<file path="src/design/sas_pkg.sv">
package sas_pkg;

    // default ring depth, top level can override
    localparam int unsigned WINDOW_MAX_DEFAULT = 4096;

    // configuration port
    localparam int unsigned PADDR_W = 4;
    localparam int unsigned PDATA_W = 32;

    typedef enum logic [1:0] {
        REG_WINDOW_LENGTH = 2'd0,
        REG_HOP_SIZE      = 2'd1,
        REG_THRESHOLD     = 2'd2,
        REG_MIN_SAMPLES   = 2'd3
    } sas_reg_t;

    localparam logic [12:0] WINDOW_LENGTH_RESET = 13'd2048;
    localparam logic [15:0] HOP_SIZE_RESET      = 16'd512;
    localparam logic [15:0] THRESHOLD_RESET     = 16'd1000;
    localparam logic [31:0] MIN_SAMPLES_RESET   = 32'd88200;
    localparam logic [28:0] LIMIT_RESET         = 29'(1000 * 2048);

    // result queue
    localparam int unsigned OUTQ_DEPTH  = 8;
    localparam int unsigned OUTQ_PTR_W  = $clog2(OUTQ_DEPTH);
    localparam int unsigned OUTQ_ALMOST = OUTQ_DEPTH - 4;

    typedef struct packed {
        logic [12:0] window;       // effective window, 1..WINDOW_MAX
        logic [15:0] hop;          // effective hop, never zero
        logic [28:0] limit;        // threshold * window
        logic [31:0] min_samples;
        logic        restart;      // window length written this cycle
    } sas_cfg_t;

    typedef struct packed {
        logic [31:0] position;
        logic        end_of_list;
    } sas_result_t;

    typedef struct packed {
        logic        push0;
        logic        push1;
        sas_result_t item0;
        sas_result_t item1;
    } sas_push_t;

endpackage

</file>
<file path="src/design/sas_cfg.sv">
module sas_cfg #(
    parameter int unsigned WINDOW_MAX = sas_pkg::WINDOW_MAX_DEFAULT
) (
    input  logic                          clk,
    input  logic                          rst_n,
    input  logic                          psel,
    input  logic                          penable,
    input  logic                          pwrite,
    input  logic [sas_pkg::PADDR_W-1:0]   paddr,
    input  logic [sas_pkg::PDATA_W-1:0]   pwdata,
    output logic [sas_pkg::PDATA_W-1:0]   prdata,
    output logic                          pready,
    output sas_pkg::sas_cfg_t             cfg
);

    logic [12:0] window_length_reg;
    logic [15:0] hop_size_reg;
    logic [15:0] threshold_reg;
    logic [31:0] min_samples_reg;
    logic [28:0] limit_reg;
    logic [28:0] limit_next;

    logic             wr_en;
    sas_pkg::sas_reg_t reg_sel;
    logic [12:0]      window_eff;
    logic [15:0]      hop_eff;

    assign pready  = 1'b1;
    assign wr_en   = psel && penable && pwrite;
    assign reg_sel = sas_pkg::sas_reg_t'(paddr[3:2]);

    always_ff @(posedge clk or negedge rst_n)
    begin
        if (!rst_n)
        begin
            window_length_reg <= sas_pkg::WINDOW_LENGTH_RESET;
            hop_size_reg      <= sas_pkg::HOP_SIZE_RESET;
            threshold_reg     <= sas_pkg::THRESHOLD_RESET;
            min_samples_reg   <= sas_pkg::MIN_SAMPLES_RESET;
            limit_reg         <= sas_pkg::LIMIT_RESET;
        end
        else
        begin
            limit_reg <= limit_next;
            if (wr_en)
            begin
                unique case (reg_sel)
                    sas_pkg::REG_WINDOW_LENGTH: window_length_reg <= pwdata[12:0];
                    sas_pkg::REG_HOP_SIZE:      hop_size_reg      <= pwdata[15:0];
                    sas_pkg::REG_THRESHOLD:     threshold_reg     <= pwdata[15:0];
                    sas_pkg::REG_MIN_SAMPLES:   min_samples_reg   <= pwdata;
                    default:                    ;
                endcase
            end
        end
    end

    always_comb
    begin
        prdata = '0;
        unique case (reg_sel)
            sas_pkg::REG_WINDOW_LENGTH: prdata = 32'(window_length_reg);
            sas_pkg::REG_HOP_SIZE:      prdata = 32'(hop_size_reg);
            sas_pkg::REG_THRESHOLD:     prdata = 32'(threshold_reg);
            sas_pkg::REG_MIN_SAMPLES:   prdata = min_samples_reg;
            default:                    prdata = '0;
        endcase
    end

    // clamp window to 1..WINDOW_MAX, hop of zero acts as one
    always_comb
    begin
        if (window_length_reg == '0)
        begin
            window_eff = 13'd1;
        end
        else if (32'(window_length_reg) > 32'(WINDOW_MAX))
        begin
            window_eff = 13'(WINDOW_MAX);
        end
        else
        begin
            window_eff = window_length_reg;
        end
        hop_eff = (hop_size_reg == '0) ? 16'd1 : hop_size_reg;
    end

    // silence limit registered, only used in the cycle after an item enters
    assign limit_next = 29'(threshold_reg) * 29'(window_eff);

    assign cfg.window      = window_eff;
    assign cfg.hop         = hop_eff;
    assign cfg.limit       = limit_reg;
    assign cfg.min_samples = min_samples_reg;
    assign cfg.restart     = wr_en && (reg_sel == sas_pkg::REG_WINDOW_LENGTH);

endmodule

</file>
<file path="config.mk">
export PLATFORM = sky130hd
export DESIGN_NAME = sas_cfg
export DESIGN_NICKNAME = d
export VERILOG_FILES = /design/src/design/sas_pkg.sv /design/src/design/sas_cfg.sv
export SDC_FILE = /design/constraint.sdc
export NUM_CORES = 1
export LEC_CHECK = 0
export BUFFER_PORTS_ARGS = -buffer_cell sky130_fd_sc_hd__buf_4
export CORE_MARGIN = 2
export CORE_UTILIZATION = 50
export CTS_CLUSTER_DIAMETER = 30
export DETAILED_ROUTE_END_ITERATION = 8
export GPL_ROUTABILITY_DRIVEN = 0
export HOLD_SLACK_MARGIN = 0.03
export PLACE_DENSITY = 0.71
export SETUP_SLACK_MARGIN = 0.4
export SLEW_MARGIN = 25
export SYNTH_ARGS = -nofsm -noshare
export SYNTH_HDL_FRONTEND = slang
export SYNTH_SLANG_ARGS = --single-unit
</file>
<file path="constraint.sdc">
create_clock -name clk -period 7.5 [get_ports clk]
set_input_delay 0.375 -clock clk [delete_from_list [all_inputs] [get_ports clk]]
set_output_delay 0.375 -clock clk [all_outputs]
set_load 0.03 [all_outputs]
</file>
# After elaboration in Yosys (flattened, before gate mapping)
# Index checks and enable logic that the tools add are counted.
classes:
  multipliers: 1
  magnitude_cmp: 1
  eq_ne: 3
  muxes: 4
  n_reduce_logical: 10
op_table:
  columns: ["op", "count"]
  rows:
  - ["32-bit one-hot mux with 4 select lines", 1]
  - ["16-bit by 13-bit multiplier with 29-bit output", 1]
  - ["13-bit 2-to-1 mux", 2]
  - ["16-bit logical NOT", 1]
  - ["16-bit 2-to-1 mux", 1]
  - ["13-bit greater-than comparator (second input constant)", 1]
  - ["13-bit logical NOT", 1]
  - ["2-bit AND reduction", 4]
  - ["2-bit equality test (second input constant)", 2]
  - ["1-bit logical AND", 3]
  - ["2-bit by 1-bit equality test with 1-bit output (second input constant)", 1]
  - ["2-bit logical NOT", 1]
totals:
  ff_bits: 106
  in_bits: 41
  out_inout_bits: 124
  wordCells: 24

# Depth between registers and ports, before layout
# Gate-level depths: netlist of the first run.
logic_depth:
  depth_word: 4
  mapped_depth: 21
  depth_no_buf: 19

# Worst setup path after synthesis of the first run
# No wires, ideal clock.
synth_timing:
  path_kind: "register to register"
  startpoint: "reg window_length_reg[12]"
  endpoint: "reg limit_reg[25]"
  setup_ps: 128
  t_arrival_ps: 5505
  t_required_ps: 7372
  slack_ps: 1867
  path_stages_with_launch: 22
  n_path_buf: 4
  synth_period_minus_slack_ps: 5633
  cell_sequence: "dfrtp_1 -> clkbuf_1 -> clkbuf_1 -> nor2b_1 -> clkbuf_1 -> nand2_1 -> fa_1 -> inv_1 -> fa_1 -> fa_1 -> fa_1 -> inv_1 -> fa_1 -> inv_1 -> ha_1 -> buf_2 -> a21oi_1 -> nor2_1 -> a211oi_1 -> o2111ai_2 -> a21oi_2 -> nor4b_4"
synth_rtl:
  columns: ["element", "line", "text"]
  rows:
  - ["start: declaration", "sas_cfg.sv:16", "logic [12:0] window_length_reg;"]
  - ["start signal: assignment", "sas_cfg.sv:36", "window_length_reg <= sas_pkg::WINDOW_LENGTH_RESET;"]
  - ["start signal: assignment", "sas_cfg.sv:48", "sas_pkg::REG_WINDOW_LENGTH: window_length_reg <= pwdata[12:0];"]
  - ["end signal: assignment", "sas_cfg.sv:40", "limit_reg <= sas_pkg::LIMIT_RESET;"]
  - ["end signal: assignment", "sas_cfg.sv:44", "limit_reg <= limit_next;"]
  - ["end: declaration", "sas_cfg.sv:20", "logic [28:0] limit_reg;"]

# Worst setup path after layout of the first run
layout_timing:
  startpoint: "reg window_length_reg[12]"
  endpoint: "reg limit_reg[26]"
layout_between:
  elab_chain_len: 4
  elab_cells_between_ends: 5
  classes_between: "mul (1); order compare (1); mux (2); reduce/logical (1)"
layout_lines:
  columns: ["element", "line", "text"]
  rows:
  - ["13-bit greater-than comparator", "sas_cfg.sv:77", "else if (32'(window_length_reg) > 32'(WINDOW_MAX))"]
  - ["13-bit 2-to-1 mux", "sas_cfg.sv:77", null]
  - ["13-bit 2-to-1 mux (*)", "sas_cfg.sv:73", "if (window_length_reg == '0)"]
  - ["16-bit by 13-bit multiplier with 29-bit output (*)", "sas_cfg.sv:89", "assign limit_next = 29'(threshold_reg) * 29'(window_eff);"]
  - ["net limit_next[26]", "sas_cfg.sv:21", "logic [28:0] limit_next;"]
# Mark *: on every way through the listed nets, which the timed path passes. The rest lies on a longest branch.
# A chain may end at the register's enable or synchronous reset.

==> flow_summary.ini, run 1 <==
[sta]
worst_slew_pin_slew_ps = 1002
finClkSkew_ps = 10.01
whs_ps = 223.8
finalCritPeriodShare = 0.8158
fin_crit_ps = 6119
rsz0062_at_grt = false
finalHoldViolations = 0
drv_slew = 0
layout_setup_ws_ps = 1381
max_slew_margin = 0.3309
max_freq_mhz = 163.4
timing.setup.tns_ps = 0
setup_violations = 0

[synthesis]
ys.warnings.count = 0
yosys.area_share.adder = 0.3572
synthXorXnorAreaFrac = 0.01717
synth_top_area_share = 0.2747
synth_area_leaders = fa_1, dfrtp_1, ha_1
synth_fp_nets = 1377
synthSimpleGateAreaFrac = 0.1444
syn_avg_cell_area_um2 = 10.13
synth_compound_area_frac = 0.04470
synthArstFlopShare = 1.000
synthMuxAreaShare = 0.1073
synth_top_family_by_area = adder cells
synthCells = 1108
synth.largest_area_cell = fa_1
synth.distinct_cells = 55
synth.ff_latch_count = 106
ys_seq_area_frac = 0.2385
ys.flop_type = dfrtp_1
synth_edf_count = 0
synth_area_um2 = 11220

[die]
dieHeight_um = 153.8
initial_utilization = 0.5112
num_io_pins = 165
dieArea_um2 = 23660
die_w_um = 153.8
coreArea_um2 = 21960
rows = 54

[global_route]
antenna_found_initial = 0
grt_pass1_wl_um = 44580
grt_max_degree = 80
grt_pass1_vias = 8851
track_usage = 0.2380
grt_overflow = 0

[cells_and_area]
nNetsFinal = 1494
most-common-layout-cells = inv_1, buf_4, fa_1
antenna_cells = 0
drive_above_1_share = 0.2610
largest_reg_flops = 32
utilization = 0.5894
layout_commonest_cell = inv_1
fillers = 1851
areaGrowthSynthToFinish_pct = 15.30

[routing]
wl_um = 26430
drtAntennaViolNets = 0
dr_total_vias = 8155
drt-wirelength-per-cell_um = 17.50
drt_pass1_iterations = 6
drc = 0
via_per_inst = 5.401
drt_iter0_markers = 463

[setup_path]
r2r_slack_ps = 1380
slowest_stage = fa_1
cp.buffers_inverters = 5
slowest_delay_ps = 560
start_kind = register
cp-end-kind = register
path_depth = 19
crit_fanout = 24
cp.arrival_ps = 6370
crit_chain = buf_4, nor2b_1, buf_4, nand2_1, fa_1, inv_1, fa_1, fa_1, fa_1, inv_1, fa_1, inv_1, ha_1, nand2_1, o21ai_0, o211ai_1, a21oi_1, o221ai_1, xnor2_1
path_class = register to register
r2r_end = limit_reg[26]$_DFF_PN0_
crit_top_cell = fa_1
crit_start = window_length_reg[12]$_DFFE_PN0P_
reg2reg_from = window_length_reg[12]$_DFFE_PN0P_
endpoint = limit_reg[26]$_DFF_PN0_
reg2reg_depth = 19
path_delay_family = adder cells
cp.required_ps = 7750

[clock_network]
htree_num_levels = 3
cts_resized = 0
postCtsSetupBuffers = 0
clkTransAtPathRegs_ps = 90
tritoncts = built
clock_latency_ps = 370
clock_sinks = 106
cts_buffers = 9
cts_root_buf = clkbuf_16
clockBufferDepth = 2

[min_path]
hp-class = input pin to register
holdPathStages = 2

[place]
hpwl_um = 20190
io_buffers = 161
dp_worst_setup_slack_ps = 1328

[job]
drv_cap = 0

[run_status]
status = finished, final reports clean
## final cells by class
class | count | area, um2 | area share
multi-input cells | 737 | 7542 | 0.5828
inverters | 194 | 728.2 | 0.05626
well taps | 280 | 350.3 | 0.02707
flip-flops and latches | 106 | 2678 | 0.2069
repair buffers | 177 | 1335 | 0.1032
clock inverters | 7 | 83.83 | 0.006477
clock buffers | 9 | 225.2 | 0.01740
## how the worst min path moves through the flow
stage / startpoint / end / slack, ps
after floorplan: rst_n / hop_size_reg[0]$_DFFE_PN0P_ / 80
after global placement: rst_n / limit_reg[4]$_DFF_PN0_ / 340
after detailed placement: rst_n / limit_reg[5]$_DFF_PN0_ / 340
after CTS: pwdata[20] / min_samples_reg[20]$_DFFE_PN0P_ / 220
after global routing: pwdata[20] / min_samples_reg[20]$_DFFE_PN0P_ / 220
final: pwdata[30] / min_samples_reg[30]$_DFFE_PN0P_ / 220
## timing repair
action,in CTS,in global routing
endpoints found under the hold margin,21,0
hold buffers,1,0
endpoints found under the setup margin,0,0
## worst reg2reg max path: stages, from the launching register on
cell and delay [ps]:
dfrtp_1 480, buf_4 270, nor2b_1 510, buf_4 290
nand2_1 90, fa_1 510, inv_1 60, fa_1 560
fa_1 430, fa_1 500, inv_1 50, fa_1 480
inv_1 40, ha_1 450, nand2_1 110, o21ai_0 300
o211ai_1 150, a21oi_1 340, o221ai_1 220, xnor2_1 160
## cell families after synthesis
group,Yosys count
muxes,94
adders and majority gates,228
other,1
xor gates and xnor gates,22
AOI/OAI and AO/OA,76
DFF,106
and+or+nand+nor,316
buffers and inverters,265
## layer usage
metal  part of all wire  vias to the layer above  GRT usage
li1                   -                     3681          -
met1               0.42                     4204     0.3038
met2               0.50                      229     0.4129
met3              0.054                       41    0.04791
met4              0.025                        0    0.06943
met5                  0                        -          0
## synth_stat cells (4+ instances only)
library cell and instances:
a21o_1 7, a21oi_1 26, a31oi_1 4, and2_1 104, and3_1 19, buf_2 13
clkbuf_1 56, dfrtp_1 86, dfstp_2 20, fa_1 154, ha_1 74, inv_1 194
mux2_2 81, mux4_2 13, nand2_1 127, nand3_1 11, nor2_1 19, nor2b_1 13
nor3_1 6, nor4_1 5, o21ai_0 10, xnor2_1 15, xor2_1 7
## metrics by stage
stage / cell area (um2) / instances
detailed placement: 12620 / 1493
floorplan: 11220 / 1108
global placement: 12620 / 1493
finish: 12940 / 1510
CTS: 12940 / 1510
global route: 12940 / 1510
Power of run 1 is not shown: default switching activity piles up to over one toggle a cycle in this logic, so the estimate is an artifact.
==> run 2, diff against run 1 <==
- ABC_AREA: not set -> 1
- clock period: 7.5 -> 5.9 ns (I/O delays scaled with it)
==> run 2 against run 1 <==
  * Critical path type unchanged
  * Via count up 21%
  * Non-clock buffer count rose by 14
  * Largest cell class unchanged
  * Critical path depth rose by 4
  * Area after synthesis rose by 2.3%
  * Register-to-register slack lost 850 ps
  * Worst setup slack got worse by 850 ps
  * Die area up 2.2%
  * Critical endpoint is now limit_reg[23]$_DFF_PN0_
==> flow_summary.ini, run 2 <==
[setup_path]
cp.arrival_ps = 5620
path_class = register to register
cp.buffers_inverters = 5
r2r_slack_ps = 530
cp.required_ps = 6150
reg2reg_from = window_length_reg[6]$_DFFE_PN0P_
slowest_stage = fa_1
reg2reg_depth = 23
cp-end-kind = register
r2r_end = limit_reg[23]$_DFF_PN0_
path_delay_family = adder cells
start_kind = register
crit_chain = inv_1, nand4_1, nor2_2, nand2_2, nand2_8, nand2_2, clkinvlp_4, nand2_1, fa_1, inv_1, fa_1, fa_1, fa_1, inv_1, fa_1, inv_1, ha_4, nand2_1, nor2_2, nand2_1, nand3b_1, nand4_1, nand2_1
slowest_delay_ps = 560
crit_fanout = 8
crit_top_cell = fa_1

[sta]
layout_setup_ws_ps = 534.9
drv_slew = 0
worst_slew_pin_slew_ps = 987.5
finClkSkew_ps = 16.83
finalHoldViolations = 0
fin_crit_ps = 5365
max_freq_mhz = 186.4
max_slew_margin = 0.3401
rsz0062_at_grt = true
finalCritPeriodShare = 0.9093
setup_violations = 0
timing.setup.tns_ps = 0

[clock_network]
clock_sinks = 106
clock_latency_ps = 360
cts_buffers = 9
htree_num_levels = 3
clockBufferDepth = 2
cts_root_buf = clkbuf_16
tritoncts = built
clkTransAtPathRegs_ps = 80

[global_route]
grt_overflow = 0
antenna_found_initial = 0
grt_pass1_wl_um = 49000
track_usage = 0.2569
grt_max_degree = 60
grt_pass1_vias = 9960

[routing]
drc = 0
wl_um = 30400
drt_iter0_markers = 534
drtAntennaViolNets = 0
drt-wirelength-per-cell_um = 15.71
drt_pass1_iterations = 5
dr_total_vias = 9841
via_per_inst = 5.086

[min_path]
holdPathStages = 3
min-delay-start = pwdata[27]
hp-class = input pin to register
whs_endpoint = min_samples_reg[27]$_DFFE_PN0P_

[synthesis]
synth.ff_latch_count = 106
ys.warnings.count = 0
synth_common_cells = nand2_1, inv_1, fa_1
synth.distinct_cells = 32
synth_edf_count = 0
synth.largest_area_cell = fa_1
syn_avg_cell_area_um2 = 7.653
synth_area_um2 = 11480
ys_seq_area_frac = 0.2332
yosysMostFrequentCell = nand2_1
synthCells = 1500
synth_top_area_share = 0.2686
synth_fp_nets = 1769
synthArstFlopShare = 1.000
synth_area_leaders = fa_1, dfrtp_1, nand2_1
ys.flop_type = dfrtp_1

[power_and_ir_drop]
peakVddDrop_v = 0.0003369
p_per_area_nw_per_um2 = 501.3
p_leak_nw = 7.494

[cells_and_area]
largest_reg_flops = 32
fillers = 2010
layout_commonest_cell = nand2_1
nNetsFinal = 1914
areaGrowthSynthToFinish_pct = 18.72
most-common-layout-cells = nand2_1, inv_1, buf_4
drive_above_1_share = 0.1788
antenna_cells = 0

[place]
hpwl_um = 23770
dp_worst_setup_slack_ps = 348.7
io_buffers = 161

[die]
dieArea_um2 = 24190
num_io_pins = 165
die_w_um = 155.5
rows = 55
initial_utilization = 0.5086
coreArea_um2 = 22570
dieHeight_um = 155.5

[job]
drv_cap = 0

[run_status]
status = finished, final reports clean
[run 2: changes by cell type after synthesis, moves of 19 or more]
cell,before,now
nand2_1,127,390
inv_1,194,363
nor2_1,19,150
and2_1,104,5
mux2_2,81,0
o21ai_0,10,89
clkbuf_1,56,34
and3_1,19,0
[run 2: cells by family after synthesis]
logic type,synth area share
and+or+nand+nor,0.2035
buffers and inverters,0.1438
adders and majority gates,0.3492
AOI/OAI and AO/OA,0.05853
DFF,0.2332
xor gates and xnor gates,0.01144
other,0.0003267
[run 2: repair_timing]
| item | 4_1_cts | 5_1_grt |
|---|---|---|
| pin swaps | 0 | 7 |
| setup endpoints to repair | 9 | 17 |
| buffers inserted | 4 | 11 |
| resized for setup | 5 | 68 |
| hold buffers | 1 | 0 |
| cloned | 0 | 3 |
| hold endpoints to repair | 40 | 0 |
[run 2: per-stage QoR]
stage	total power, W	area (um2)	hold WS (ps)	utilization	std cells
2_1_floorplan	0.004378	11480	-0.5911	-	1500
3_3_place_gp	0.005510	12900	360.3	0.5714	1900
3_5_place_dp	0.005599	12900	363.7	0.5714	1900
4_1_cts	0.006257	13240	120.2	0.5866	1921
5_1_grt	0.007525	13630	130.1	0.6038	1935
6_report	0.006833	13630	127.8	0.6038	1935
[run 2: where the power goes]
group          internal (W)  switching [W]  total (W)
registers          0.000999       0.000204    0.00120
clock network      0.000298       0.000312   0.000610
logic               0.00186        0.00316    0.00502
total               0.00316        0.00367    0.00683
[run 2: worst max-delay path by stage]
stage / cells past startpoint / startpoint / slack, ps / to
finish: 23 / window_length_reg[6]$_DFFE_PN0P_ / 530 / limit_reg[23]$_DFF_PN0_
global route: 23 / window_length_reg[9]$_DFFE_PN0P_ / 290 / limit_reg[23]$_DFF_PN0_
CTS: 24 / window_length_reg[9]$_DFFE_PN0P_ / 400 / limit_reg[16]$_DFF_PN1_
detailed placement: 23 / window_length_reg[8]$_DFFE_PN0P_ / 350 / limit_reg[24]$_DFF_PN0_
global placement: 23 / window_length_reg[9]$_DFFE_PN0P_ / 430 / limit_reg[24]$_DFF_PN0_
floorplan: 25 / window_length_reg[11]$_DFFE_PN1P_ / 870 / limit_reg[21]$_DFF_PN0_
[run 2: worst min-delay path, cell delays in order]
cell	delay, ps
buf_4	70
nand2_1	40
o21ai_0	50
[run 2: cell type report]
cell class	count	area, um2	share of cell area
repair inverters	3	17.52	0.001285
inverters	371	1423	0.1044
well taps	285	356.6	0.02616
repair buffers	191	1449	0.1063
flip-flops and latches	106	2678	0.1965
multi-input cells	963	7416	0.5441
clock inverters	6	61.31	0.004498
clock buffers	10	229.0	0.01680
[run 2: metal layers]
layer,track usage,part of all wire,vias up
li1,-,-,4659
met1,0.3362,0.42,4713
met2,0.4212,0.47,405
met3,0.06435,0.081,64
met4,0.08301,0.032,0
met5,0,0,-
Power figures use the tool's default switching activity.
==> run 3, diff against run 2 <==
- ABC_AREA: 1 -> not set
==> run 3 against run 2 <==
  * Maximum frequency is 0.32% lower
  * First-iteration DRC count down 20%
  * Hold slack improved by 23 ps
  * Clock skew decreased by 3.3 ps
  * Core utilization increased by 0.65 points
  * Highest routed layer unchanged
==> flow_summary.ini, run 3 (synthesis results as in run 1) <==
[run_status]
status = finished, final reports clean

[sta]
finalCritPeriodShare = 0.9123
max_slew_margin = 0.4663
drv_slew = 0
setup_violations = 0
worst_slew_pin_slew_ps = 798.7
rsz0062_at_grt = true
max_freq_mhz = 185.8
finClkSkew_ps = 13.55
finalHoldViolations = 0
timing.setup.tns_ps = 0
fin_crit_ps = 5383

[setup_path]
path_class = register to register
crit_fanout = 14
cp.arrival_ps = 5650
r2r_slack_ps = 520
cp-end-kind = register
reg2reg_from = window_length_reg[12]$_DFFE_PN0P_
r2r_end = limit_reg[23]$_DFF_PN0_
reg2reg_depth = 20
start_kind = register
cp.required_ps = 6160

[clock_network]
htree_num_levels = 3
cts_root_buf = clkbuf_16
clock_latency_ps = 370
cts_buffers = 9
clockBufferDepth = 2
clock_sinks = 106
clkTransAtPathRegs_ps = 90
tritoncts = built

[min_path]
hp-class = input pin to register
holdPathStages = 2
min-delay-start = pwdata[30]
whs_endpoint = min_samples_reg[30]$_DFFE_PN0P_

[routing]
via_per_inst = 5.386
drc = 0
drt-wirelength-per-cell_um = 17.86
drt_pass1_iterations = 5
drt_iter0_markers = 425
drtAntennaViolNets = 0
dr_total_vias = 8235
wl_um = 27320

[die]
die_w_um = 153.8
coreArea_um2 = 21960
rows = 54
dieArea_um2 = 23660
dieHeight_um = 153.8
initial_utilization = 0.5112
num_io_pins = 165

[cells_and_area]
nNetsFinal = 1513
largest_reg_flops = 32
areaGrowthSynthToFinish_pct = 19.40
most-common-layout-cells = inv_1, buf_4, fa_1
antenna_cells = 0
drive_above_1_share = 0.3002
layout_commonest_cell = inv_1

[global_route]
grt_overflow = 0
grt_pass1_vias = 8760
antenna_found_initial = 0
grt_pass1_wl_um = 44540
track_usage = 0.2396
grt_max_degree = 79

[place]
io_buffers = 161
hpwl_um = 20270

[job]
drv_cap = 0
run 3: cell count changes in the layout (fill, tap and decap cells not counted), moves of 15 or more:
cell,previous run,this run
and2_1,5,104
nand2_1,372,127
and3_1,0,19
o21ai_0,89,9
inv_1,360,193
nand2_2,16,1
nor2_1,136,17
mux2_2,0,81
run 3: worst max path at each step:
stage / from / to / slack [ps] / depth (start not counted)
6_report: window_length_reg[12]$_DFFE_PN0P_ / limit_reg[23]$_DFF_PN0_ / 520 / 20
5_1_grt: window_length_reg[12]$_DFFE_PN0P_ / limit_reg[25]$_DFF_PN0_ / 350 / 20
4_1_cts: window_length_reg[12]$_DFFE_PN0P_ / limit_reg[23]$_DFF_PN0_ / 410 / 19
3_5_place_dp: window_length_reg[10]$_DFFE_PN0P_ / limit_reg[28]$_DFF_PN0_ / 200 / 19
3_3_place_gp: window_length_reg[12]$_DFFE_PN0P_ / limit_reg[28]$_DFF_PN0_ / 250 / 19
2_1_floorplan: window_length_reg[12]$_DFFE_PN0P_ / limit_reg[25]$_DFF_PN0_ / 430 / 19
run 3: critical path, stage by stage, from the launching register on:
cell	delay, ps
dfrtp_2	450
buf_4	160
nor2b_1	50
buf_6	140
and2_1	170
fa_1	480
inv_1	50
fa_1	490
inv_1	60
fa_1	510
inv_1	60
fa_1	490
fa_1	510
inv_2	50
ha_4	230
a21o_1	180
a31o_2	270
o211ai_1	300
a21oi_2	170
o21ba_2	230
a311oi_2	240
run 3: timing repair:
action,in CTS,in global routing
pin swaps,2,5
gates cloned,0,1
buffers inserted,2,10
setup endpoints to repair,10,13
endpoints found under the hold margin,22,0
resized for setup,14,45
hold buffers,1,0
run 3: cell type report:
| type | count | area (um2) |
|---|---|---|
| Multi-Input combinational cell | 737 | 7761 |
| Inverter | 194 | 728.2 |
| Timing Repair Buffer | 196 | 1550 |
| Clock inverter | 7 | 107.6 |
| Fill cell | 1784 | 8557 |
| Sequential cell | 106 | 2679 |
| Clock buffer | 9 | 225.2 |
| Tap cell | 280 | 350.3 |
run 3: per-layer routing:
metal / vias to the layer above / track usage / share of wire
met5: - / 0 / 0
met4: 0 / 0.09123 / 0.024
met3: 41 / 0.03974 / 0.058
met2: 264 / 0.4166 / 0.51
met1: 4201 / 0.3018 / 0.41
li1: 3729 / - / -
run 3: through the flow:
stage	hold WS, ps	cell area (um2)	instances	setup slack, ps	util
final	150.5	13400	1529	517.5	0.6103
after global routing	148.1	13400	1529	352.4	0.6103
after CTS	142.3	13120	1518	411.2	0.5974
after detailed placement	266.5	12710	1499	195.2	0.5786
after global placement	262.8	12700	1499	254.8	0.5783
after floorplan	-0.5911	11230	1108	434.2	-
Power of run 3 is left out for the same reason.
