[src/design/sas_pkg.sv]
package sas_pkg;

    // default ring depth, top level can override
    localparam int unsigned WINDOW_MAX_DEFAULT = 4096;

    // configuration port
    localparam int unsigned PADDR_W = 4;
    localparam int unsigned PDATA_W = 32;

    typedef enum logic [1:0] {
        REG_WINDOW_LENGTH = 2'd0,
        REG_HOP_SIZE      = 2'd1,
        REG_THRESHOLD     = 2'd2,
        REG_MIN_SAMPLES   = 2'd3
    } sas_reg_t;

    localparam logic [12:0] WINDOW_LENGTH_RESET = 13'd2048;
    localparam logic [15:0] HOP_SIZE_RESET      = 16'd512;
    localparam logic [15:0] THRESHOLD_RESET     = 16'd1000;
    localparam logic [31:0] MIN_SAMPLES_RESET   = 32'd88200;
    localparam logic [28:0] LIMIT_RESET         = 29'(1000 * 2048);

    // result queue
    localparam int unsigned OUTQ_DEPTH  = 8;
    localparam int unsigned OUTQ_PTR_W  = $clog2(OUTQ_DEPTH);
    localparam int unsigned OUTQ_ALMOST = OUTQ_DEPTH - 4;

    typedef struct packed {
        logic [12:0] window;       // effective window, 1..WINDOW_MAX
        logic [15:0] hop;          // effective hop, never zero
        logic [28:0] limit;        // threshold * window
        logic [31:0] min_samples;
        logic        restart;      // window length written this cycle
    } sas_cfg_t;

    typedef struct packed {
        logic [31:0] position;
        logic        end_of_list;
    } sas_result_t;

    typedef struct packed {
        logic        push0;
        logic        push1;
        sas_result_t item0;
        sas_result_t item1;
    } sas_push_t;

endpackage

[src/design/sas_outq.sv]
module sas_outq (
    input  logic                  clk,
    input  logic                  rst_n,
    input  sas_pkg::sas_push_t    push,
    output logic                  almost_full,
    output logic                  result_valid,
    input  logic                  result_stall,
    output logic [31:0]           position,
    output logic                  end_of_list
);

    localparam int unsigned PW = sas_pkg::OUTQ_PTR_W;

    sas_pkg::sas_result_t mem [sas_pkg::OUTQ_DEPTH];
    logic [PW-1:0] wr_reg;
    logic [PW-1:0] rd_reg;
    logic [PW:0]   count_reg;
    logic [PW-1:0] wr_next;
    logic [PW:0]   count_next;
    logic          pop;
    sas_pkg::sas_result_t head;

    assign head         = mem[rd_reg];
    assign result_valid = (count_reg != '0);
    assign position     = head.position;
    assign end_of_list  = head.end_of_list;
    assign pop          = result_valid && !result_stall;
    assign almost_full  = (count_reg > (PW + 1)'(sas_pkg::OUTQ_ALMOST));

    assign wr_next    = wr_reg + PW'(push.push0) + PW'(push.push1);
    assign count_next = count_reg + (PW + 1)'(push.push0) + (PW + 1)'(push.push1)
                      - (PW + 1)'(pop);

    always_ff @(posedge clk)
    begin
        if (push.push0)
        begin
            mem[wr_reg] <= push.item0;
        end
        if (push.push1)
        begin
            mem[wr_reg + 1'b1] <= push.item1;
        end
    end

    always_ff @(posedge clk or negedge rst_n)
    begin
        if (!rst_n)
        begin
            wr_reg    <= '0;
            rd_reg    <= '0;
            count_reg <= '0;
        end
        else
        begin
            wr_reg    <= wr_next;
            rd_reg    <= rd_reg + PW'(pop);
            count_reg <= count_next;
        end
    end

`ifndef SYNTHESIS
    assert property (@(posedge clk) disable iff (!rst_n)
        count_reg <= (PW + 1)'(sas_pkg::OUTQ_DEPTH))
        else $error("result queue overflow");
    assert property (@(posedge clk) disable iff (!rst_n)
        (wr_reg - rd_reg) == count_reg[PW-1:0])
        else $error("result queue pointers disagree with count");
`endif

endmodule

[config.mk]
export PLATFORM = sky130hd
export DESIGN_NAME = sas_outq
export DESIGN_NICKNAME = d
export VERILOG_FILES = /design/src/design/sas_pkg.sv /design/src/design/sas_outq.sv
export SDC_FILE = /design/constraint.sdc
export NUM_CORES = 1
export LEC_CHECK = 0
export BUFFER_PORTS_ARGS = -buffer_cell sky130_fd_sc_hd__buf_2
export CORE_MARGIN = 8
export CORE_UTILIZATION = 40
export CTS_CLUSTER_DIAMETER = 40
export DETAILED_ROUTE_END_ITERATION = 12
export PLACE_DENSITY = 0.68
export SYNTH_ARGS = -nofsm -noshare
export SYNTH_HDL_FRONTEND = slang
export SYNTH_SLANG_ARGS = --single-unit
[constraint.sdc]
create_clock -name clk -period 4.1 [get_ports clk]
set_input_delay 0.41 -clock clk [delete_from_list [all_inputs] [get_ports clk]]
set_output_delay 0.41 -clock clk [all_outputs]
set_load 0.01 [all_outputs]
Word level (Yosys, flattened, before mapping)
Memory sizes are Yosys's and may differ from the RTL's.
Cells that the tools add are included.
{ "totals": {"register_bits": 10, "ramBits": 264, "inputBits": 71, "n_memories": 1} }
{ "mem_list": {"columns": ["memory", "words", "word_bits", "rd", "rd_clocked_by_memory_dff", "wr", "line_no", "source"], "rows": [
  ["mem", 8, 33, 1, 0, 2, "sas_outq.sv:14", "sas_pkg::sas_result_t mem [sas_pkg::OUTQ_DEPTH];"]
]} }
{ "classes": {"n_addsub": 7, "magnitude_cmp": 1, "muxes": 4, "n_reduce_logical": 3} }
{ "op_table": {"columns": ["operator", "count"], "rows": [
  ["3-bit by 1-bit adder with 3-bit output", 3],
  ["4-bit by 1-bit adder with 4-bit output", 2],
  ["4-bit by 3-bit > comparator with 1-bit output, second input constant", 1],
  ["1-bit 2-to-1 mux", 4],
  ["4-bit nonzero test", 1],
  ["4-bit by 1-bit subtractor with 4-bit output", 1],
  ["3-bit by 1-bit adder with 3-bit output, second input constant", 1],
  ["1-bit logical AND", 1],
  ["1-bit zero test", 1]
]} }

Depth between registers and ports, before layout
Gate-level depths: netlist of run 1.
{ "logic_depth": {"word_depth": 3, "ltp_mapped": 9} }

Least setup slack after synthesis of run 1
OpenSTA, ideal clock, no wires.
{ "synth_path": {"path_kind": "reg-to-reg", "startpoint": "register wr_reg[0]", "endpoint": "memory mem[0][0] (netlist name), enable pin", "setup_ns": 0.475, "arrival_time_ns": 3.163, "setup_slack_ns": 0.462, "stages_incl_launch_ff": 3, "path_buffers": 1, "period_less_slack_ns": 3.638, "path_cell_list": "dfrtp_1 buf_2 o32ai_1"} }
{ "synth_rtl": {"columns": ["item", "line_no", "source"], "rows": [
  ["start: declaration", "sas_outq.sv:15", "logic [PW-1:0] wr_reg;"],
  ["start signal: assignment", "sas_outq.sv:56", "wr_reg <= wr_next;"],
  ["end: declaration", "sas_outq.sv:14", null]
]} }

==> metrics.log, run 1 <==
INFO  metric power.share.clock = 24.7%
INFO  metric grt.total_usage = 15.8%
INFO  metric finalWeightedCongestion = 0.736
INFO  metric die_y = 202 um
INFO  metric postSynthNetCount = 824
INFO  metric seq_area = 8190 um2
INFO  metric ctsLongestPathBuffers = 3
INFO  metric status = finished clean
INFO  metric pin_count = 106
INFO  metric crit_slowest_cell = sky130_fd_sc_hd__dfrtp_1
INFO  metric crit_path_start = wr_reg[0]
INFO  metric timing.final.max_slew_violations = 0
INFO  metric fp-row-count = 68
INFO  metric setup_crit_path_kind = reg -> reg
INFO  metric dieWidth = 202 um
INFO  metric ctsHtreeMaxLevel = 2
INFO  metric seq_power_share = 37.4%
INFO  metric synthesis.area = 13800 um2
INFO  metric post_drt_wl_per_cell = 23.8 um
INFO  metric cts_num_sinks = 274
INFO  metric postLayoutCoreUtil = 47.4%
INFO  metric tritoncts = done
INFO  metric yosys-top-cells-count = 292 x sky130_fd_sc_hd__mux2_2, 264 x sky130_fd_sc_hd__edfxtp_1, 66 x sky130_fd_sc_hd__mux4_2
INFO  metric largest_reg_flops = 264
INFO  metric max-cap-violations = 0
INFO  metric cp-end-kind = flip-flop
INFO  metric cts.root.buffer_cell = sky130_fd_sc_hd__clkbuf_16
INFO  metric layout_filler_cell_count = 2899
INFO  metric grt_setup_unrepaired = no
INFO  metric critPathArrivalTime = 3.36 ns
INFO  metric synth-edff-count = 264
INFO  metric route.vias.total = 7295
INFO  metric dieArea = 40600 um2
INFO  metric viasPerCell = 5.43
INFO  metric yosys_warnings = 0
INFO  metric design.final.nets = 943
INFO  metric place.detailed.hpwl = 19900 um
INFO  metric synth.top_cells.by_area = sky130_fd_sc_hd__edfxtp_1 58%, sky130_fd_sc_hd__mux2_2 24%, sky130_fd_sc_hd__mux4_2 11%
INFO  metric drt-initial-drc-count = 460
INFO  metric swShare = 32.6%
INFO  metric comb_power_share = 38.0%
INFO  metric timing.critical_path.max_delay_family = simple AND/OR/NAND/NOR gates
INFO  metric postCtsResizedCells = 0
INFO  metric regToRegStartpoint = wr_reg[0]
INFO  metric fin_worst_skew = 0.0242 ns
INFO  metric synth_top_cell_area_share = 57.5%
INFO  metric share_of_the_clock_period_used_by_the_worst_path_after_layout = 75.5%
INFO  metric grt.overflow.total = 0
INFO  metric synth_seq_area_share = 59.4%
INFO  metric layout-area-overhead-vs-synth = 17.7%
INFO  metric path_buf_inv = 1
INFO  metric cellPowerDensity = 794 nW/um2
INFO  metric internal_power = 8.68 mW
INFO  metric postSynthAreaPerCell = 18.6 um2
INFO  metric drt-total-wl = 31900 um
INFO  metric multiInputGateArea = 5430 um2
INFO  metric tightestPinTransition = 1.11 ns
INFO  metric start_util = 40.3%
INFO  metric yosysUniqueCellTypes = 31
INFO  metric vdd_drop_max = 0.000428 V
INFO  metric p_switching = 4.19 mW
INFO  metric detailedRoute.firstPassIterationCount = 6
INFO  metric power.static_leakage = 5.46 nW
INFO  metric path_cells = ha_1 > nand3b_1 > nor2_4 > buf_4 > mux2_2
INFO  metric cp_max_fo = 18
INFO  metric core_area = 34200 um2
INFO  metric clock.fmax = 323 MHz
INFO  metric async_reset_ff_share = 3.65%
INFO  metric commonest_register_cell_after_synthesis = sky130_fd_sc_hd__edfxtp_1
INFO  metric numCtsBuffers = 35
INFO  metric grt_max_degree = 39
INFO  metric fin_crit = 3.10 ns
INFO  metric synth_top_cell_by_area = sky130_fd_sc_hd__edfxtp_1
INFO  metric yosys_register_bits = 274
INFO  metric portBuffers = 105
INFO  metric remaining_drc_errors = 0
INFO  metric worst-endpoint-required = 4.36 ns
INFO  metric grt_pass1_vias = 7965
INFO  metric min-delay-path-class = in -> async
INFO  metric grt_first_pass_wirelength = 50000 um
INFO  metric slowest_delay = 0.71 ns
INFO  metric clk_pin_slew_worst_paths = 0.06 ns
INFO  metric drive_above_1_share = 63.1%
INFO  metric post_synthesis_cell_count = 741
INFO  metric timing.max_slew.rel_slack = 26.3%
INFO  metric final_hold_viol_count = 0
INFO  metric postRouteAntennaNets = 0
INFO  metric setup-tns-final = 0 ns
INFO  metric initial_antenna_violation_count = 2
INFO  metric setup_viol_count_final = 0
INFO  metric synth_most_common_cell = sky130_fd_sc_hd__mux2_2
INFO  metric worstSetupStartpointType = flip-flop
INFO  metric insertion_delay = 0.52 ns
[path summary, 6_finish.rpt]
kind	to	cells past startpoint	slack (ns)
max	mem[0][17]	5	1.00
min	wr_reg[2]	2	0.29
max reg2reg	mem[0][17]	5	1.00
min reg2reg	wr_reg[1]	1	0.58
max in group asynchronous	rd_reg[2]	2	3.58
min in group clk	count_reg[0]	2	0.29
[timing repair]
action / in CTS / in global routing
hold endpoints to repair: 10 / 0
setup buffers: 0 / 0
hold buffers: 1 / 0
[layer usage]
layer,share of wire (%),GRT usage (%)
met5,0.025,0
met4,1.5,4.02
met3,6.0,3.14
met1,44,21.3
met2,49,26.0
[through the flow]
stage | hold slack [ns] | total power [mW] | cells | area, um2 | worst slack [ns]
after floorplan | 0.114 | 8.10 | 741 | 13800 | 0.462
after global placement | 0.282 | 9.77 | 1277 | 15000 | 1.15
after detailed placement | 0.294 | 9.87 | 1277 | 15000 | 1.03
after CTS | 0.272 | 13.1 | 1342 | 16200 | 0.979
after global routing | 0.299 | 13.5 | 1343 | 16200 | 0.839
final | 0.286 | 12.9 | 1343 | 16200 | 1.00
[power by group through the flow]
| stage | logic [mW] | registers [mW] | clock network, mW |
|---|---|---|---|
| after floorplan | 3.52 | 4.58 | 0 |
| after global placement | 4.92 | 4.85 | 0 |
| after detailed placement | 4.98 | 4.88 | 0 |
| after CTS | 5.01 | 4.83 | 3.24 |
| after global routing | 5.27 | 4.92 | 3.34 |
| final | 4.89 | 4.81 | 3.18 |
[placed cells by master, fill, tap and decap left out, types with 2 or more instances in the layout]
| cell | count |
|---|---|
| sky130_fd_sc_hd__buf_12 | 6 |
| sky130_fd_sc_hd__buf_4 | 14 |
| sky130_fd_sc_hd__bufinv_16 | 5 |
| sky130_fd_sc_hd__nand2b_1 | 2 |
| sky130_fd_sc_hd__inv_1 | 10 |
| sky130_fd_sc_hd__o22ai_4 | 2 |
| sky130_fd_sc_hd__clkinv_4 | 3 |
| sky130_fd_sc_hd__o21ai_4 | 2 |
| sky130_fd_sc_hd__o32ai_4 | 2 |
| sky130_fd_sc_hd__mux4_2 | 66 |
| sky130_fd_sc_hd__a21oi_1 | 3 |
| sky130_fd_sc_hd__nor2_1 | 2 |
| sky130_fd_sc_hd__mux2_2 | 292 |
| sky130_fd_sc_hd__dfrtp_4 | 2 |
| sky130_fd_sc_hd__dfrtp_1 | 7 |
| sky130_fd_sc_hd__clkbuf_1 | 5 |
| sky130_fd_sc_hd__nand2_2 | 2 |
| sky130_fd_sc_hd__fa_1 | 3 |
| sky130_fd_sc_hd__clkinv_8 | 2 |
| sky130_fd_sc_hd__ha_1 | 9 |
| sky130_fd_sc_hd__clkinvlp_4 | 4 |
| sky130_fd_sc_hd__inv_6 | 3 |
| sky130_fd_sc_hd__nand2_1 | 5 |
| sky130_fd_sc_hd__nor2_4 | 4 |
| sky130_fd_sc_hd__clkbuf_16 | 36 |
| sky130_fd_sc_hd__mux2_1 | 5 |
| sky130_fd_sc_hd__edfxtp_1 | 264 |
| sky130_fd_sc_hd__clkinv_1 | 3 |
| sky130_fd_sc_hd__nor3_4 | 2 |
| sky130_fd_sc_hd__xor2_1 | 4 |
| sky130_fd_sc_hd__buf_2 | 105 |
| sky130_fd_sc_hd__o21bai_4 | 2 |
[area by class of cell]
cell class                      count  area share (%)
Clock inverter                     22            1.81
Clock buffer                       42            5.76
Multi-Input combinational cell    413            33.5
Inverter                           10           0.232
Antenna cell                        1          0.0154
Sequential cell                   274            50.5
Timing Repair Buffer              126            4.69
Tap cell                          455            3.51
[cells by family after synthesis]
family          Yosys count  synth area share (%)
buf+inv                  54                  2.19
xor+xnor                  6                 0.654
mux                     363                  35.1
simple gates             20                 0.917
compound gates           12                 0.563
fa+ha+maj                12                  1.25
flops                   274                  59.4
[worst reg2reg max path: stages, from the launching register on]
cell and delay (ns):
sky130_fd_sc_hd__dfrtp_1 0.71, sky130_fd_sc_hd__ha_1 0.37, sky130_fd_sc_hd__nand3b_1 0.40, sky130_fd_sc_hd__nor2_4 0.56, sky130_fd_sc_hd__buf_4 0.40, sky130_fd_sc_hd__mux2_2 0.39
Power figures use the tool's default switching activity.
==> run 2, diff against run 1 <==
==> constraint.sdc (replaced) <==
create_clock -name clk -period 2.9 [get_ports clk]
set_input_delay 0.29 -clock clk [delete_from_list [all_inputs] [get_ports clk]]
set_output_delay 0.29 -clock clk [all_outputs]
set_load 0.01 [all_outputs]
==> run 2 against run 1 <==
  * Utilization up 0.76 points
  * Total power up 46%
  * Count of clock-buffer cells in the layout down 3
  * Register-to-register slack worse by 0.46 ns
  * Largest cell class unchanged
==> metrics.log, run 2 (synthesis results as in run 1) <==
INFO  metric fin_worst_skew = 0.0169 ns (-0.00736 ns)
INFO  metric fp-row-count = 68 (unchanged)
INFO  metric dieWidth = 202 um (unchanged)
INFO  metric cts.root.buffer_cell = sky130_fd_sc_hd__clkbuf_16
INFO  metric cts_setup_buffers = 0 (unchanged)
INFO  metric detailedRoute.firstPassIterationCount = 4 (-2)
INFO  metric min-delay-path-class = in -> reg
INFO  metric cp-end-kind = output pin
INFO  metric drt-initial-drc-count = 478 (+3.9%)
INFO  metric grt.overflow.total = 0 (unchanged)
INFO  metric core_area = 34200 um2 (unchanged)
INFO  metric ctsLongestPathBuffers = 3 (unchanged)
INFO  metric initial_antenna_violation_count = 9 (+7)
INFO  metric setup_crit_path_kind = reg -> out
INFO  metric cellPowerDensity = 1140 nW/um2 (+43%)
INFO  metric place.detailed.hpwl = 21400 um (+7.4%)
INFO  metric tightestPinTransition = 0.911 ns (-0.195 ns)
INFO  metric p_total = 18.7 mW (+46%)
INFO  metric mostFrequentLayoutCells = 292 x sky130_fd_sc_hd__mux2_2, 264 x sky130_fd_sc_hd__edfxtp_1, 105 x sky130_fd_sc_hd__buf_2
INFO  metric final_hold_viol_count = 0 (unchanged)
INFO  metric stdcell_area = 16500 um2 (+1.6%)
INFO  metric worstSetupStartpointType = flip-flop
INFO  metric cp_max_fo = 26 (+8)
INFO  metric ctsHtreeMaxLevel = 2 (unchanged)
INFO  metric postCtsResizedCells = 0 (unchanged)
INFO  metric insertion_delay = 0.53 ns (about the same)
INFO  metric post_dp_cell_area = 15200 um2 (+1.5%)
INFO  metric share_of_the_clock_period_used_by_the_worst_path_after_layout = 94.9%
INFO  metric power.static_leakage = 5.63 nW (+3.1%)
INFO  metric grt_max_degree = 34 (-13%)
INFO  metric vdd_drop_max = 0.000630 V (+47%)
INFO  metric layout.cells.most_common = sky130_fd_sc_hd__mux2_2
INFO  metric finalWeightedCongestion = 0.751 (+2.0%)
INFO  metric layout-area-overhead-vs-synth = 19.6%
INFO  metric drive_above_1_share = 64.2% (+1.1 points)
INFO  metric grt_setup_unrepaired = no
INFO  metric max-cap-violations = 0 (unchanged)
INFO  metric postLayoutCoreUtil = 48.2% (+0.76 points)
INFO  metric timing.final.max_slew_violations = 0 (unchanged)
INFO  metric drt-total-wl = 33900 um (+6.3%)
INFO  metric die_y = 202 um (unchanged)
INFO  metric start_util = 40.3% (unchanged)
INFO  metric viasPerCell = 5.47 (+0.68%)
INFO  metric portBuffers = 105 (unchanged)
INFO  metric clk_pin_slew_worst_paths = 0.06 ns (about the same)
INFO  metric numCtsBuffers = 37 (+5.7%)
INFO  metric largest_reg_flops = 264 (unchanged)
INFO  metric postRouteAntennaNets = 0 (unchanged)
INFO  metric remaining_drc_errors = 0 (unchanged)
INFO  metric layout_filler_cell_count = 2926 (+0.93%)
INFO  metric critPathArrivalTime = 2.46 ns (-0.90 ns)
INFO  metric setup_viol_count_final = 0 (unchanged)
INFO  metric grt.total_usage = 16.5% (+0.72 points)
INFO  metric grt_pass1_vias = 8089 (+1.6%)
INFO  metric dieArea = 40600 um2 (unchanged)
INFO  metric design.final.nets = 966 (+2.4%)
INFO  metric status = finished clean
INFO  metric timing.max_slew.rel_slack = 39.1% (+13 points)
INFO  metric fin_crit = 2.75 ns
INFO  metric cts_num_sinks = 274 (unchanged)
INFO  metric route.vias.total = 7487 (+2.6%)
INFO  metric worst-endpoint-required = 2.61 ns (-1.75 ns)
INFO  metric clock.fmax = 363 MHz
INFO  metric grt_first_pass_wirelength = 51800 um (+3.6%)
INFO  metric tritoncts = done
INFO  metric post_drt_wl_per_cell = 24.8 um (+4.3%)
INFO  metric pin_count = 106 (unchanged)
==> run 2: changes by cell type in the layout (fill, tap and decap cells not counted) <==
cell	before	now
sky130_fd_sc_hd__buf_4	14	30
sky130_fd_sc_hd__clkbuf_8	1	0
sky130_fd_sc_hd__clkinv_2	1	9
sky130_fd_sc_hd__inv_6	3	1
sky130_fd_sc_hd__clkbuf_16	36	38
sky130_fd_sc_hd__clkinv_8	2	1
sky130_fd_sc_hd__clkinv_1	3	6
sky130_fd_sc_hd__inv_16	0	1
sky130_fd_sc_hd__diode_2	1	3
sky130_fd_sc_hd__clkinvlp_4	4	1
sky130_fd_sc_hd__buf_12	6	11
sky130_fd_sc_hd__clkbuf_1	5	1
==> run 2: area by class of cell <==
class                           instances  area [um2]  area share [%]
Tap cell                              455         569            3.46
Clock buffer                           39         955            5.79
Sequential cell                       274        8190            49.7
Inverter                               10        37.5           0.228
Timing Repair Buffer                  147         981            5.95
Multi-Input combinational cell        413        5430            33.0
Clock inverter                         28         308            1.87
Antenna cell                            3        7.51          0.0456
==> run 2: timing repair <==
item                                    4_1_cts  5_1_grt
endpoints found under the setup margin        0        0
hold buffers                                  1        0
hold endpoints to repair                     10        0
==> run 2: critical path, stage by stage, from the launching register on <==
cell,delay [ns]
sky130_fd_sc_hd__dfrtp_4,0.63
sky130_fd_sc_hd__buf_12,0.29
sky130_fd_sc_hd__mux4_2,0.55
sky130_fd_sc_hd__mux2_2,0.31
sky130_fd_sc_hd__buf_2,0.15
==> run 2: report_power, final <==
group	switching (mW)	total, mW	internal, mW
Combinational	3.79	7.38	3.59
Clock	1.77	4.63	2.87
Sequential	0.602	6.73	6.13
Total	6.16	18.7	12.6
==> run 2: path summary, 6_finish.rpt <==
check,from,slack [ns],endpoint,cells after the start
min reg2reg,count_reg[0],0.56,count_reg[0],1
max in group asynchronous,rst_n,2.48,rd_reg[0],2
max reg2reg,wr_reg[1],0.54,mem[1][22],5
min,push[53],0.16,mem[5][20],2
max,rd_reg[0],0.15,position[6],4
min in group asynchronous,rst_n,0.17,wr_reg[0],2
==> run 2: routing by layer <==
| metal | global-route usage (%) | wire, um | vias up |
|---|---|---|---|
| met5 | 0 | 66 | - |
| met4 | 5.06 | 739 | 12 |
| met3 | 3.23 | 1540 | 64 |
| met2 | 26.9 | 16400 | 167 |
| met1 | 22.2 | 15100 | 3913 |
| li1 | - | - | 3331 |
==> run 2: stage by stage <==
| stage | cells | hold slack, ns | setup WS [ns] | TNS, ns |
|---|---|---|---|---|
| final | 1369 | 0.164 | 0.147 | 0 |
| after global routing | 1369 | 0.159 | 0.0372 | 0 |
| after CTS | 1366 | 0.138 | 0.101 | 0 |
| after detailed placement | 1298 | 0.176 | 0.538 | 0 |
| after global placement | 1298 | 0.167 | 0.573 | 0 |
| after floorplan | 741 | -0.00559 | -0.738 | -95.60 |
==> run 3, diff against run 2 <==
--- a/config.mk
+++ b/config.mk
@@ -10,6 +10,7 @@
 export CORE_UTILIZATION = 40
 export CTS_CLUSTER_DIAMETER = 40
 export DETAILED_ROUTE_END_ITERATION = 12
+export GPL_TIMING_DRIVEN = 0
 export PLACE_DENSITY = 0.68
 export SYNTH_ARGS = -nofsm -noshare
 export SYNTH_HDL_FRONTEND = slang
==> run 3 against run 2 <==
  * Routed wire length decreased by 0.20%
  * Register-to-register slack got worse by 0.40 ns
  * Flip-flop and latch count unchanged
  * Total power increased by 2.2%
  * First-iteration DRC count increased by 15%
  * Critical endpoint is now position[31]
  * Largest power group unchanged
==> metrics.log, run 3 (synthesis results as in run 1) <==
INFO  metric status = finished clean
INFO  metric detailedRoute.firstPassIterationCount = 5 (+1)
INFO  metric design.final.nets = 983 (+1.8%)
INFO  metric place.detailed.hpwl = 21700 um (+1.3%)
INFO  metric postRouteAntennaNets = 0 (unchanged)
INFO  metric clock.fmax = 354 MHz (-2.4%)
INFO  metric slowest_delay = 0.55 ns (-0.08 ns)
INFO  metric internal_power = 12.9 mW (+2.2%)
INFO  metric grt_pass1_vias = 8289 (+2.5%)
INFO  metric largest_reg_flops = 264 (unchanged)
INFO  metric finalWeightedCongestion = 0.712 (-5.2%)
INFO  metric clk_pin_slew_worst_paths = 0.05 ns (about the same)
INFO  metric layout_filler_cell_count = 2871 (-1.9%)
INFO  metric mostFrequentLayoutCells = 292 x sky130_fd_sc_hd__mux2_2, 264 x sky130_fd_sc_hd__edfxtp_1, 117 x sky130_fd_sc_hd__buf_2
INFO  metric pin_count = 106 (unchanged)
INFO  metric start_util = 40.3% (unchanged)
INFO  metric max-cap-violations = 0 (unchanged)
INFO  metric dieWidth = 202 um (unchanged)
INFO  metric dpl_worst_slack = 0.0694 ns (-0.469 ns)
INFO  metric dpl.cell_count = 1312 (+1.1%)
INFO  metric layout-area-overhead-vs-synth = 20.9%
INFO  metric min-delay-path-class = in -> reg
INFO  metric worstSetupStartpointType = flip-flop
INFO  metric ctsHtreeMaxLevel = 2 (unchanged)
INFO  metric tightestPinTransition = 1.06 ns (+0.146 ns)
INFO  metric insertion_delay = 0.53 ns (about the same)
INFO  metric tritoncts = done
INFO  metric share_of_the_clock_period_used_by_the_worst_path_after_layout = 97.3% (+2.3 points)
INFO  metric ctsLongestPathBuffers = 3 (unchanged)
INFO  metric initial_antenna_violation_count = 3 (-6)
INFO  metric viasPerCell = 5.45 (-0.33%)
INFO  metric fin_worst_skew = 0.0259 ns (+0.00905 ns)
INFO  metric post_drt_wl_per_cell = 24.4 um (-1.4%)
INFO  metric worst-endpoint-required = 2.61 ns (about the same)
INFO  metric seq_power_share = 33.6% (-2.3 points)
INFO  metric grt_setup_unrepaired = yes
INFO  metric p_switching = 6.29 mW (+2.1%)
INFO  metric fin_crit = 2.82 ns (+0.0677 ns)
INFO  metric timing.max_slew.rel_slack = 29.6% (-9.6 points)
INFO  metric grt_max_degree = 21 (-38%)
INFO  metric drt-total-wl = 33900 um (-0.20%)
INFO  metric cts_setup_buffers = 0 (unchanged)
INFO  metric setup_viol_count_final = 0 (unchanged)
INFO  metric drt-initial-drc-count = 548 (+15%)
INFO  metric layout.cells.most_common = sky130_fd_sc_hd__mux2_2
INFO  metric cp-end-kind = output pin
INFO  metric power.share.clock = 25.4% (+0.7 points)
INFO  metric dieArea = 40600 um2 (unchanged)
INFO  metric timing.final.max_slew_violations = 0 (unchanged)
INFO  metric finalHoldWorstSlack = 0.158 ns (-0.00537 ns)
INFO  metric path_cells = buf_4 > buf_4 > mux4_2 > mux2_2 > buf_2
INFO  metric critPathArrivalTime = 2.53 ns (+0.07 ns)
INFO  metric fp-row-count = 68 (unchanged)
INFO  metric grt.total_usage = 16.6% (+0.093 points)
INFO  metric die_y = 202 um (unchanged)
INFO  metric final_hold_viol_count = 0 (unchanged)
INFO  metric cts_num_sinks = 274 (unchanged)
INFO  metric crit_slowest_cell = sky130_fd_sc_hd__mux4_2
INFO  metric drive_above_1_share = 63.9% (-0.31 points)
INFO  metric cellPowerDensity = 1150 nW/um2 (+1.1%)
INFO  metric setup_crit_path_kind = reg -> out
INFO  metric core_area = 34200 um2 (unchanged)
INFO  metric swShare = 32.8% (about the same)
INFO  metric power.static_leakage = 5.73 nW (+1.7%)
INFO  metric postLayoutSetupSlackWorst = 0.0789 ns (-0.0677 ns)
INFO  metric instances_no_fill = 1386 (+1.2%)
INFO  metric num_antenna_cells = 0 (-3)
INFO  metric cp_max_fo = 10 (-62%)
INFO  metric grt_first_pass_wirelength = 51600 um (-0.36%)
INFO  metric grt.overflow.total = 0 (unchanged)
INFO  metric portBuffers = 105 (unchanged)
INFO  metric cts.root.buffer_cell = sky130_fd_sc_hd__clkbuf_16
INFO  metric numCtsBuffers = 40 (+8.1%)
INFO  metric path_buf_inv = 3 (+1)
INFO  metric route.vias.total = 7555 (+0.91%)
INFO  metric worst_path_most_repeated_cell = sky130_fd_sc_hd__buf_4
INFO  metric vdd_drop_max = 0.000725 V (+15%)
INFO  metric remaining_drc_errors = 0 (unchanged)
INFO  metric comb_power_share = 41.0% (+1.6 points)
INFO  metric timing.critical_path.max_delay_family = multiplexers
-- run 3: cell count changes in the layout (fill, tap and decap cells not counted), sizes merged --
cell,change
clkdlybuf4s15,+1
diode,-3
clkinv,-7
inv,+4
buf,+5
clkbuf,+15
bufinv,-1
clkinvlp,+3
-- run 3: final cells by class --
type / count / area [um2] / area share (%)
sequential: 274 / 8180 / 49.1
multi-input combinational: 413 / 5410 / 32.5
clock buffer: 46 / 1070 / 6.40
timing repair buffer: 117 / 816 / 4.90
tap: 455 / 569 / 3.42
buffer: 44 / 292 / 1.75
clock inverter: 27 / 284 / 1.71
inverter: 10 / 37.5 / 0.225
-- run 3: power by group through the flow --
| stage | sequential [mW] | clock, mW | combinational, mW |
|---|---|---|---|
| 2_1_floorplan | 6.48 | 0 | 4.97 |
| 3_3_place_gp | 6.71 | 0 | 7.21 |
| 3_5_place_dp | 6.52 | 0 | 7.96 |
| 4_1_cts | 6.45 | 4.94 | 8.03 |
| 5_1_grt | 6.55 | 5.10 | 8.43 |
| 6_report | 6.44 | 4.86 | 7.86 |
-- run 3: stage by stage --
step,TNS [ns],power (mW),area [um2],utilization [%]
after floorplan,-95.60,11.5,13800,-
after global placement,-656.44,13.9,14900,43.5
after detailed placement,0,14.5,15300,44.6
after CTS,0,19.4,16600,48.7
after global routing,-0.0155,20.1,16600,48.7
final,0,19.2,16600,48.7
-- run 3: path summary, 6_finish.rpt --
path                                start           end  slack [ns]  depth (start not counted)
worst min register to register  rd_reg[1]     rd_reg[1]        0.51                          1
worst min-delay path              push[5]     mem[3][5]        0.16                          2
worst max-delay path            rd_reg[0]  position[31]        0.08                          5
max in group asynchronous           rst_n  count_reg[3]        2.49                          2
min in group asynchronous           rst_n     wr_reg[0]        0.17                          2
worst max register to register  wr_reg[0]    mem[3][20]        0.14                          6
-- run 3: metal layers --
metal	global-route usage (%)	share of wire, %	vias to the layer above
li1	-	-	3369
met1	22.1	44	3936
met2	27.5	49	186
met3	3.22	4.4	58
met4	4.46	2.1	6
met5	0	0.097	-
-- run 3: timing repair --
| item | CTS | global route |
|---|---|---|
| setup endpoints to repair | 33 | 19 |
| pin swaps | 0 | 0 |
| endpoints found under the hold margin | 10 | 0 |
| resized for setup | 11 | 6 |
| hold buffers | 1 | 0 |
